--- src/hw/rtl/gfrma_pkg.sv ---
// ============================================================================
// gfrma_pkg
// Shared types and constants for the GF(2^8) region multiply-add engine.
// ============================================================================
`default_nettype none

package gfrma_pkg;

    localparam int BYTE_SLOTS = 8;                 // byte positions in a word
    localparam int LANES      = 8;                 // slots served by a multiplier lane
    localparam int DATA_W     = 8 * BYTE_SLOTS;
    localparam int COUNT_W    = 4;

    localparam logic [8:0] GF_POLY     = 9'o435;   // x^8+x^4+x^3+x^2+1
    localparam logic [7:0] GF_POLY_LOW = GF_POLY[7:0];

    localparam int S_TDATA_W = ((2 * DATA_W + COUNT_W + 7) / 8) * 8;
    localparam int M_TDATA_W = ((DATA_W + COUNT_W + 7) / 8) * 8;

    typedef enum logic {
        ACT_MUL_ADD = 1'b0,
        ACT_MUL     = 1'b1
    } t_action;

    typedef struct packed {
        logic                 valid;
        logic [COUNT_W-1:0]   lanes;
    } t_word_ctl;

endpackage

`default_nettype wire

--- src/hw/rtl/gfrma_lane.sv ---
// ============================================================================
// gfrma_lane
// One byte lane: GF(2^8) shift-and-reduce multiply, then add or pass through.
// ============================================================================
`default_nettype none

module gfrma_lane
    import gfrma_pkg::*;
(
    input  wire logic [7:0] i_src,
    input  wire logic [7:0] i_dst,
    input  wire logic [7:0] i_mult,
    input  wire t_action    i_action,
    input  wire logic       i_active,
    output logic [7:0]      o_result
);

    logic [7:0] prod;

    always_comb begin
        logic [7:0] x;
        logic [7:0] acc;
        x   = i_src;
        acc = 8'h00;
        for (int k = 0; k < 8; k++) begin
            if (i_mult[k]) begin
                acc = acc ^ x;
            end
            x = {x[6:0], 1'b0} ^ (x[7] ? GF_POLY_LOW : 8'h00);
        end
        prod = acc;
    end

    always_comb begin
        unique case (i_action)
            ACT_MUL:     o_result = i_active ? prod : i_src;
            ACT_MUL_ADD: o_result = i_active ? (i_dst ^ prod) : i_dst;
            default:     o_result = i_dst;
        endcase
    end

endmodule

`default_nettype wire

--- src/hw/rtl/gfrma_merge.sv ---
// ============================================================================
// gfrma_merge
// Gathers the lane bytes into one word and holds it in the output register.
// ============================================================================
`default_nettype none

module gfrma_merge
    import gfrma_pkg::*;
(
    input  wire logic                  i_clk,
    input  wire logic                  i_rst_n,
    input  wire t_word_ctl             i_ctl,
    input  wire logic [7:0]            i_lane_bytes [BYTE_SLOTS],
    output logic                       o_ready,
    output logic                       m_axis_tvalid,
    input  wire logic                  m_axis_tready,
    output logic [M_TDATA_W-1:0]       m_axis_tdata  // result_bytes, result_lanes
);

    logic               r_valid;
    logic [DATA_W-1:0]  r_bytes;
    logic [COUNT_W-1:0] r_lanes;
    logic [DATA_W-1:0]  n_bytes;
    logic               load;

    always_comb begin
        for (int i = 0; i < BYTE_SLOTS; i++) begin
            n_bytes[8*i +: 8] = i_lane_bytes[i];
        end
    end

    assign o_ready = !r_valid || m_axis_tready;
    assign load    = i_ctl.valid && o_ready;

    always_ff @(posedge i_clk) begin
        if (!i_rst_n) begin
            r_valid <= 1'b0;
        end else if (o_ready) begin
            r_valid <= i_ctl.valid;
        end
    end

    always_ff @(posedge i_clk) begin
        if (load) begin
            r_bytes <= n_bytes;
            r_lanes <= i_ctl.lanes;
        end
    end

    assign m_axis_tvalid = r_valid;
    assign m_axis_tdata  = {{(M_TDATA_W - DATA_W - COUNT_W){1'b0}}, r_lanes, r_bytes};

endmodule

`default_nettype wire

--- src/hw/rtl/gf256_region_multiply_add_top.sv ---
// ============================================================================
// gf256_region_multiply_add_top
// GF(2^8) region multiply / multiply-add over eight byte lanes per word.
//
// Channels: s_axis carries one input word (src bytes, dst bytes, valid lane
// count in tdata, action in tuser); m_axis returns the result bytes and the
// echoed lane count. i_cfg_we/i_cfg_wdata load the GF(256) multiplier; write
// it only while no word is in flight.
// Output valid: m_axis_tvalid is registered and rises in the cycle after s_axis acceptance.
// Throughput: 1 word per cycle; all lanes multiply in parallel and the output
// register is the only stage, so a new word is taken whenever the output
// register is empty or is being drained in the same cycle.
// Stall: when m_axis_tready is low with a word held, s_axis_tready drops and
// the held word stays stable.
// Reset: synchronous, active low; clears the output valid and sets the
// multiplier to zero.
// ============================================================================
`default_nettype none

module gf256_region_multiply_add_top
    import gfrma_pkg::*;
(
    input  wire logic                  i_clk,
    input  wire logic                  i_rst_n,
    input  wire logic                  i_cfg_we,
    input  wire logic [7:0]            i_cfg_wdata,
    input  wire logic                  s_axis_tvalid,
    output logic                       s_axis_tready,
    input  wire logic [S_TDATA_W-1:0]  s_axis_tdata,  // src_bytes, dst_bytes, valid_lanes
    input  wire logic [0:0]            s_axis_tuser,  // action
    output logic                       m_axis_tvalid,
    input  wire logic                  m_axis_tready,
    output logic [M_TDATA_W-1:0]       m_axis_tdata   // result_bytes, result_lanes
);

    logic [7:0]         r_mult;
    logic [DATA_W-1:0]  src;
    logic [DATA_W-1:0]  dst;
    logic [COUNT_W-1:0] count;
    t_action            action;
    logic [7:0]         lane_bytes [BYTE_SLOTS];
    t_word_ctl          ctl;

    always_ff @(posedge i_clk) begin
        if (!i_rst_n) begin
            r_mult <= 8'h00;
        end else if (i_cfg_we) begin
            r_mult <= i_cfg_wdata;
        end
    end

    assign src    = s_axis_tdata[DATA_W-1:0];
    assign dst    = s_axis_tdata[2*DATA_W-1:DATA_W];
    assign count  = s_axis_tdata[2*DATA_W +: COUNT_W];
    assign action = t_action'(s_axis_tuser[0]);

    for (genvar i = 0; i < BYTE_SLOTS; i++) begin : g_slot
        if (i < LANES) begin : g_lane
            logic active;
            assign active = ({1'b0, count} > (COUNT_W+1)'(i));
            gfrma_lane u_lane (
                .i_src    (src[8*i +: 8]),
                .i_dst    (dst[8*i +: 8]),
                .i_mult   (r_mult),
                .i_action (action),
                .i_active (active),
                .o_result (lane_bytes[i])
            );
        end else begin : g_pass
            assign lane_bytes[i] = (action == ACT_MUL) ? src[8*i +: 8] : dst[8*i +: 8];
        end
    end

    assign ctl.valid = s_axis_tvalid;
    assign ctl.lanes = count;

    gfrma_merge u_merge (
        .i_clk         (i_clk),
        .i_rst_n       (i_rst_n),
        .i_ctl         (ctl),
        .i_lane_bytes  (lane_bytes),
        .o_ready       (s_axis_tready),
        .m_axis_tvalid (m_axis_tvalid),
        .m_axis_tready (m_axis_tready),
        .m_axis_tdata  (m_axis_tdata)
    );

endmodule

`default_nettype wire

--- config.mk ---
export PLATFORM = sky130hd
export DESIGN_NAME = gf256_region_multiply_add_top
export DESIGN_NICKNAME = d
export VERILOG_FILES = /design/src/hw/rtl/gfrma_pkg.sv /design/src/hw/rtl/gfrma_lane.sv /design/src/hw/rtl/gfrma_merge.sv /design/src/hw/rtl/gf256_region_multiply_add_top.sv
export SDC_FILE = /design/constraint.sdc
export NUM_CORES = 1
export LEC_CHECK = 0
export BUFFER_PORTS_ARGS = -buffer_cell sky130_fd_sc_hd__buf_2
export CORE_MARGIN = 10
export CORE_UTILIZATION = 30
export CTS_CLUSTER_SIZE = 10
export DETAILED_ROUTE_END_ITERATION = 12
export GPL_TIMING_DRIVEN = 0
export PLACE_DENSITY_LB_ADDON = 0.1
export SLEW_MARGIN = 20
export SYNTH_ARGS = -nofsm -noshare
export SYNTH_HDL_FRONTEND = slang
export SYNTH_HIERARCHICAL = 1
export SYNTH_SLANG_ARGS = --single-unit
--- constraint.sdc ---
create_clock -name i_clk -period 4 [get_ports i_clk]
set_clock_uncertainty 0.05 [all_clocks]
set_input_delay 1.2 -clock i_clk [delete_from_list [all_inputs] [get_ports i_clk]]
set_output_delay 1.2 -clock i_clk [all_outputs]
set_load 0.01 [all_outputs]
==> Word level (Yosys, flattened, before mapping) <==
Index checks and enable logic that the tools add are counted.
{ "totals": {"mem_bits_rw": 0, "register_bits": 77, "mem_count": 0, "output_inout_bits": 74, "rom_bits": 0, "in_bits": 150, "elab_cells": 280, "latchBits": 0} }
{ "op_classes": {"reduce_logical": 3, "shift": 0, "eq_ne": 0, "muxes": 144, "n_lt_le_gt_ge": 8, "multipliers": 0, "add_sub_neg": 0, "bitwise_logic": 121, "div_mod_pow": 0} }
{ "op_table": {"columns": ["op", "count"], "rows": [
  ["$xor 8x8->8", 120],
  ["$mux 8", 80],
  ["$mux 5", 56],
  ["$pmux 8 s2", 8],
  ["$gt 4x3->1 const B", 4],
  ["$gt 4x1->1 const B", 2],
  ["$gt 4x2->1 const B", 2],
  ["$logic_and 1x1->1", 1],
  ["$logic_not 1->1", 1],
  ["$logic_or 1x1->1", 1],
  ["$not 1->1", 1]
]} }

==> Logic depth before layout (Yosys ltp) <==
Gate-level depths: netlist of run 1.
{ "logic_depth": {"word_depth": 19, "depth_mapped": 9, "ltp_nobuf": 7} }

==> Modules after synthesis <==
The synthesis of run 1 kept the hierarchy.
{ "modules_own_cells": {"columns": ["mod", "seq_area_each_um2", "cells_each", "area_each_um2", "n_inst"], "rows": [
  ["gfrma_lane", 0.0, 204, 1582.8, 8],
  ["gfrma_merge", 2062.0, 78, 2133.3, 1],
  ["gf256_region_multiply_add_top", 160.2, 34, 359.1, 1]
]} }

==> Worst setup path before layout of run 1 <==
Ideal clock, no wire load.
{ "synth_timing": {"kind": "input-to-reg", "from": "input s_axis_tdata[13]", "to": "register u_merge.r_bytes[14] (data pin)", "arrival_ns": 2.726, "n_path_buf": 1, "path_slack_ns": 0.968, "setup_time_ns": 0.257, "stages": 8, "required_time_ns": 3.693, "cell_sequence": "buf_4 -> xor2_1 -> xor2_2 -> nand2_1 -> xor2_1 -> xnor3_1 -> a31oi_1 -> nand2b_1"} }
{ "synth_lines": {"columns": ["element", "line", "rtl"], "rows": [
  ["start, declared", "gf256_region_multiply_add_top.sv:29", "input wire logic [S_TDATA_W-1:0] s_axis_tdata,"],
  ["end signal, assigned", "gfrma_merge.sv:45", "r_bytes <= n_bytes;"],
  ["end, declared", "gfrma_merge.sv:21", "logic [DATA_W-1:0] r_bytes;"]
]} }

==> results by group, run 1 <==
Global routing
  – Antenna violations before repair: 6
  – All-Layer GR Usage: 16.6%
  – First-pass GRT wire length: 77100 um
  – GRT overflow: 0
  – Vias in the first global route: 12300
  – Largest net degree at the start of global routing: 57

Clock network
  – Hold_buf cts: 0
  – Total CTS buffers: 9
  – CTS clk-pin slew, worst paths: 0.07 ns
  – CTS tree: yes
  – Max clock buf depth: 2
  – Clock sink total: 77
  – PostCTS Resize Cnt: 0
  – CTS Root Cell: clkbuf_16
  – CTS HTree Levels: 3
  – Worst-Skew Late Latency: 0.38 ns
  – Setup Buffers After CTS: 0

Placed design
  – # port buffers: 174
  – GP Congestion: 0.836
  – Place WS: 0.609 ns
  – Cells after DPL: 2595
  – Dpl hpwl: 37100 um

Worst setup path
  – WP data required: 4.08 ns
  – Worst Path Buf+Inv: 1
  – Crit path max fanout: 5
  – Crit start category: primary input
  – Setup CP Type: primary input to flip-flop
  – CP max-delay cell: xnor3_1
  – CP top delay family: XOR/XNOR gates
  – Data arrival, critical path: 3.10 ns
  – Cell mode on critical path: xor2_1
  – Crit end category: flip-flop
  – Crit-path cells: buf_2 -> xor2_1 -> xor2_2 -> nand2_1 -> xor2_1 -> xnor3_1 -> a31oi_1 -> nand2b_1
  – Crit path largest cell delay: 0.47 ns

Floorplan
  – Row count: 82
  – Core ar.: 0.0501 mm2
  – Initial Utilization: 30.3%
  – Die X-Extent: 245 um
  – Die area: 0.0599 mm2
  – Die height: 245 um
  – I/O pin count: 224

Finish
  – Share of post-route cells with drive strength above 1: 23.4%
  – Storage element area: 0.00222 mm2
  – Multi-input gate area: 0.0119 mm2
  – Non-filler cells, final: 2611
  – NumNets Final: 2084
  – Fill count: 5392
  – Area delta synth->final: 13.8%
  – Diode count: 0
  – Util after Layout: 34.4%

Synthesis
  – Synthesis warning total: 6
  – Syn_area_per_cell: 8.69 um2
  – Post-synthesis instance total: 1744
  – Synth Register Bits: 77
  – Post-synth EDFFs: 68
  – Post-synth cell types: 46
  – Cell Area, Synth: 0.0152 mm2
  – Async set-reset flop share out of synthesis: 0%
  – Most used DFF post-synth: edfxtp_1
  – Sequential element share of the synthesized area: 14.7%

Pwr
  – Switching pwr: 0.00189 W
  – Sw Share: 40.2%
  – Lkg Pwr: 6.50 nW
  – Sequential power share: 23.8%
  – Internal Dissipation: 0.00281 W
  – Logic pwr share: 56.3%
  – Clock Power Share: 19.9%
  – Pwr dens: 273 mW/mm2
  – Maximum vdd drop: 200 uV

Routing
  – Via-per-instance ratio: 4.67
  – DRT iter0 DRCs: 639
  – DRC errors left: 0
  – ANT nets after route: 0
  – Vias: 12200
  – WL final: 50200 um
  – Detailed Routing Iterations Pass 1: 5
  – DR WL/cell: 19.2 um

Timing
  – Final setup violation count: 0
  – Period utilization: 75.6%
  – Worst slew pin tran: 1.04 ns
  – Final Hold Violating Endpoints: 0
  – Min Tclk post-route: 3.02 ns
  – Post-route setup TNS: 0 ns
  – RSZ-0062 raised after global routing: false
  – Setup slack after layout: 0.978 ns
  – Max Clk Rate: 0.331 GHz
  – Max_slew headroom: 30.3%
  – Slew Limit Fails: 0

Run
  – Maxcap violations: 0

Status
  – Status: finished, final reports clean

Worst hold path
  – Min-Delay Path Class: flip-flop to flip-flop
stage by stage:
stage	total power, W	hold WS [ns]	cell area, um2
CTS	0.00479	0.465	17200
global placement	0.00380	0.437	16900
detailed placement	0.00380	0.455	16900
floorplan	0.00314	0.496	15200
finish	0.00470	0.461	17200
global route	0.00503	0.486	17200
cells by family after synthesis:
family | synth area share, %
XOR/XNOR | 47.4
AND/OR/NAND/NOR | 17.7
AO/OA/AOI/OAI | 12.3
buffers and inverters | 6.89
flip-flops | 14.7
multiplexers | 1.06
other | 0.0247
cell usage in the layout (no fill, tap or decap), drive strengths merged, types with 9 or more instances in the layout:
cell type / synthesis / layout
o221ai: 16 / 16
a21oi: 32 / 32
xnor2: 432 / 432
o22ai: 40 / 40
nand2: 424 / 424
dfxtp: 9 / 9
buf: 101 / 277
nand2b: 90 / 90
nand3: 16 / 16
xor2: 152 / 152
xnor3: 40 / 40
clkbuf: 57 / 68
edfxtp: 68 / 68
inv: 33 / 35
and3: 16 / 16
a21boi: 41 / 41
nor2b: 24 / 24
mux2i: 16 / 16
a22oi: 24 / 24
a31o: 41 / 41
o21ai: 9 / 9
worst reg2reg max path: cells and delay by family, from the launching register on:
kind                      cells  cell delay, ns
buffers and inverters         1            0.50
xor gates and xnor gates      1            0.46
DFF                           1            1.01
AOI/OAI and AO/OA             5            0.73
cell usage after synthesis, types with 2 or more instances:
cell / n / area share [%]
mux2i_1: 16 / 1.1
xnor2_2: 40 / 4.3
o21ai_0: 9 / 0.30
a31oi_1: 8 / 0.33
dfxtp_1: 9 / 1.2
buf_2: 57 / 1.9
nor2b_1: 24 / 0.99
a22oi_1: 24 / 1.2
nand3_1: 16 / 0.53
buf_4: 20 / 0.99
xnor3_1: 40 / 5.9
a31o_2: 25 / 1.4
o211ai_1: 8 / 0.40
o221ai_1: 16 / 0.92
nand2_2: 8 / 0.33
clkbuf_1: 57 / 1.4
xnor2_4: 24 / 4.4
inv_1: 33 / 0.82
xor2_4: 16 / 2.9
nand2b_1: 89 / 3.7
a21oi_1: 32 / 1.1
edfxtp_1: 68 / 13
xor2_2: 16 / 1.7
o2bb2ai_1: 8 / 0.46
or2_1: 2 / 0.083
nor3b_1: 8 / 0.40
o221a_2: 8 / 0.59
nand2_1: 408 / 10
a21boi_0: 40 / 2.0
o22ai_1: 40 / 1.7
and3_1: 8 / 0.33
buf_6: 24 / 1.8
and3_2: 8 / 0.40
a221oi_1: 8 / 0.46
a211oi_1: 8 / 0.40
nand2_4: 8 / 0.59
a31o_1: 16 / 0.92
xor2_1: 120 / 6.9
xnor2_1: 368 / 21
flip-flops by register name, summed over array words and instances (netlist names):
name and flops:
r_mult 8, u_merge/m_axis_tvalid 1, u_merge/r_bytes 64, u_merge/r_lanes 4
power by group through the flow:
| stage | clock network, W | registers (W) | logic, W |
|---|---|---|---|
| 3_3_place_gp | 0 | 0.00114 | 0.00266 |
| 6_report | 0.000936 | 0.00112 | 0.00265 |
| 4_1_cts | 0.000991 | 0.00112 | 0.00268 |
| 5_1_grt | 0.00101 | 0.00113 | 0.00289 |
| 3_5_place_dp | 0 | 0.00114 | 0.00267 |
| 2_1_floorplan | 0 | 0.00117 | 0.00197 |
routing by layer:
| layer | up-vias | part of all wire (%) | track usage, % |
|---|---|---|---|
| li1 | 6079 | - | - |
| met1 | 5801 | 48 | 22.6 |
| met2 | 264 | 46 | 26.7 |
| met3 | 36 | 4.5 | 2.87 |
| met4 | 6 | 1.4 | 3.91 |
| met5 | - | 0.094 | 0 |
path summary, 6_finish.rpt:
path                    startpoint                     to  slack, ns  cells past startpoint
max               s_axis_tdata[48]    u_merge/r_bytes[54]       0.98                      8
min          u_merge/m_axis_tvalid  u_merge/m_axis_tvalid       0.46                      2
max reg2reg              r_mult[7]    u_merge/r_bytes[61]       1.01                      7
min reg2reg  u_merge/m_axis_tvalid  u_merge/m_axis_tvalid       0.46                      2
final cells by class:
cell class                      instances  area share [%]
Sequential cell                        77            12.9
Inverter                               33           0.718
Clock inverter                          5           0.210
Tap cell                              672            4.88
Timing Repair Buffer                  176            5.34
Buffer                                158            5.33
Multi-Input combinational cell       1479            69.0
Clock buffer                           11            1.60
Note: power is estimated with default switching activity, not from simulation.
==> run 2: changes to the inputs <==
==> constraint.sdc (replaced) <==
create_clock -name i_clk -period 2.9 [get_ports i_clk]
set_clock_uncertainty 0.05 [all_clocks]
set_input_delay 0.87 -clock i_clk [delete_from_list [all_inputs] [get_ports i_clk]]
set_output_delay 0.87 -clock i_clk [all_outputs]
set_load 0.01 [all_outputs]
==> results by group, run 2 (synthesis results as in run 1) <==
Global routing
  – Vias in the first global route: 12300
  – Largest net degree at the start of global routing: 57
  – First-pass GRT wire length: 77100 um
  – GRT overflow: 0
  – All-Layer GR Usage: 16.6%
  – Antenna violations before repair: 6

Worst hold path
  – Min-Delay Path Class: flip-flop to flip-flop
  – Hold path depth: 2
  – Startpoint of the worst hold path: u_merge/m_axis_tvalid
  – Worst Hold End: u_merge/m_axis_tvalid

Finish
  – Commonest non-fill, non-tap cells in the layout: nand2_1 (408), xnor2_1 (368), buf_2 (230)
  – Share of post-route cells with drive strength above 1: 23.7%
  – Register with the most flip-flops: u_merge/r_bytes
  – Diode count: 0
  – Area delta synth->final: 13.8%
  – Util after Layout: 34.5%
  – Commonest non-fill, non-tap cell in the layout: nand2_1
  – Final Cell Area: 0.0172 mm2
  – Largest register FFs: 64
  – NumNets Final: 2084
  – Regs by FF count: u_merge/r_bytes (64), r_mult (8), u_merge/r_lanes (4)

Timing
  – Min Tclk post-route: 2.69 ns
  – Max Clk Rate: 0.371 GHz
  – Period utilization: 92.8%
  – RSZ-0062 raised after global routing: false
  – Final Hold Violating Endpoints: 0
  – Worst slew pin tran: 0.752 ns
  – Max_slew headroom: 49.9%
  – Slew Limit Fails: 0
  – Final setup violation count: 0

Worst setup path
  – WP data required: 2.98 ns
  – Crit-path cells: buf_2 -> xor2_1 -> xor2_2 -> nand2_1 -> xor2_1 -> xnor3_1 -> a31oi_1 -> nand2b_1
  – Data arrival, critical path: 2.77 ns
  – CP max-delay cell: xnor3_1
  – R2R Setup Slk: 0.24 ns
  – Crit start category: primary input
  – Cell mode on critical path: xor2_1
  – Crit path largest cell delay: 0.47 ns
  – Reg-to-reg endpoint: u_merge/r_bytes[61]
  – Crit end category: flip-flop
  – Crit path max fanout: 5
  – Worst reg2reg startpoint: r_mult[7]
  – Reg2Reg Depth: 7
  – Setup CP Type: primary input to flip-flop

Floorplan
  – Die X-Extent: 245 um
  – Row count: 82
  – Initial Utilization: 30.3%
  – Core ar.: 0.0501 mm2
  – Die area: 0.0599 mm2
  – Die height: 245 um
  – I/O pin count: 224

Routing
  – DRC errors left: 0
  – Detailed Routing Iterations Pass 1: 5
  – ANT nets after route: 0
  – DR WL/cell: 19.2 um
  – Vias: 12200
  – Via-per-instance ratio: 4.67
  – WL final: 50200 um
  – DRT iter0 DRCs: 643

Clock network
  – CTS clk-pin slew, worst paths: 0.07 ns
  – Hold_buf cts: 0
  – Clock sink total: 77
  – CTS HTree Levels: 3
  – CTS tree: yes
  – Max clock buf depth: 2
  – Total CTS buffers: 9
  – Worst-Skew Late Latency: 0.38 ns
  – Setup Buffers After CTS: 0
  – CTS Root Cell: clkbuf_16

Placed design
  – Dpl hpwl: 37100 um
  – # port buffers: 174
  – Placed cell areas: 0.0169 mm2
  – GP Congestion: 0.836

Pwr
  – Switching pwr: 0.00262 W
  – Pwr dens: 377 mW/mm2
  – Clock Power Share: 20.0%
  – Lkg Pwr: 6.50 nW
  – Sw Share: 40.3%
  – Logic pwr share: 56.3%
  – Maximum vdd drop: 275 uV
  – Internal Dissipation: 0.00388 W
  – Sequential power share: 23.8%

Run
  – Maxcap violations: 0

Status
  – Status: finished, final reports clean
-- run 2: changes by cell type in the layout (fill, tap and decap cells not counted) --
cell,before,now
dfxtp_1,7,1
dfxtp_2,2,8
-- run 2: layout make-up --
class,instances,area (um2)
fill,5391,32800
multi-input combinational,1479,11900
sequential,77,2230
timing repair buffer,176,921
buffer,158,920
tap,672,841
clock buffer,11,275
inverter,33,124
clock inverter,5,36.3
-- run 2: how the worst max path moves through the flow --
stage                           from             endpoint  slack (ns)  cells after the start
finish              s_axis_tdata[48]  u_merge/r_bytes[54]        0.21                      8
global route               r_mult[3]  u_merge/r_bytes[33]        0.03                      8
CTS                        r_mult[3]  u_merge/r_bytes[57]        0.01                      8
detailed placement      s_axis_tuser  u_merge/r_bytes[59]       -0.16                      8
global placement        s_axis_tuser  u_merge/r_bytes[59]       -0.59                      8
floorplan           s_axis_tdata[13]  u_merge/r_bytes[14]        0.20                      8
-- run 2: per-layer routing --
layer  global-route usage, %  routed length, um  share of wire [%]  vias to the layer above
met5                       0                 47              0.094                        -
met4                    3.91                705                1.4                        6
met3                    2.87               2280                4.5                       36
met2                    26.7              23100                 46                      262
met1                    22.6              24000                 48                     5803
li1                        -                  -                  -                     6078
-- run 2: critical path, delay by kind of cell --
kind            cells  cell delay (ns)
xor+xnor            4             1.30
buf+inv             1             0.19
compound gates      1             0.21
simple gates        2             0.20
-- run 2: through the flow --
stage / instances / hold slack, ns / power, W / TNS (ns) / setup slack (ns)
floorplan: 1747 / 0.496 / 0.00434 / 0 / 0.198
global placement: 2593 / 0.437 / 0.00524 / -28.64 / -0.594
detailed placement: 2595 / 0.455 / 0.00525 / -1.78 / -0.161
CTS: 2611 / 0.465 / 0.00661 / 0 / 0.0114
global route: 2611 / 0.486 / 0.00694 / 0 / 0.0316
finish: 2611 / 0.461 / 0.00649 / 0 / 0.208
-- run 2: power groups by stage --
stage	logic, W	clock network [W]	registers [W]
2_1_floorplan	0.00272	0	0.00162
3_3_place_gp	0.00366	0	0.00158
3_5_place_dp	0.00368	0	0.00157
4_1_cts	0.00370	0.00137	0.00155
5_1_grt	0.00399	0.00139	0.00156
6_report	0.00365	0.00130	0.00154
-- run 2: timing repair --
| item | 4_1_cts | 5_1_grt |
|---|---|---|
| endpoints found under the hold margin | 0 | 0 |
| endpoints found under the setup margin | 11 | 22 |
| gates resized for setup | 3 | 3 |
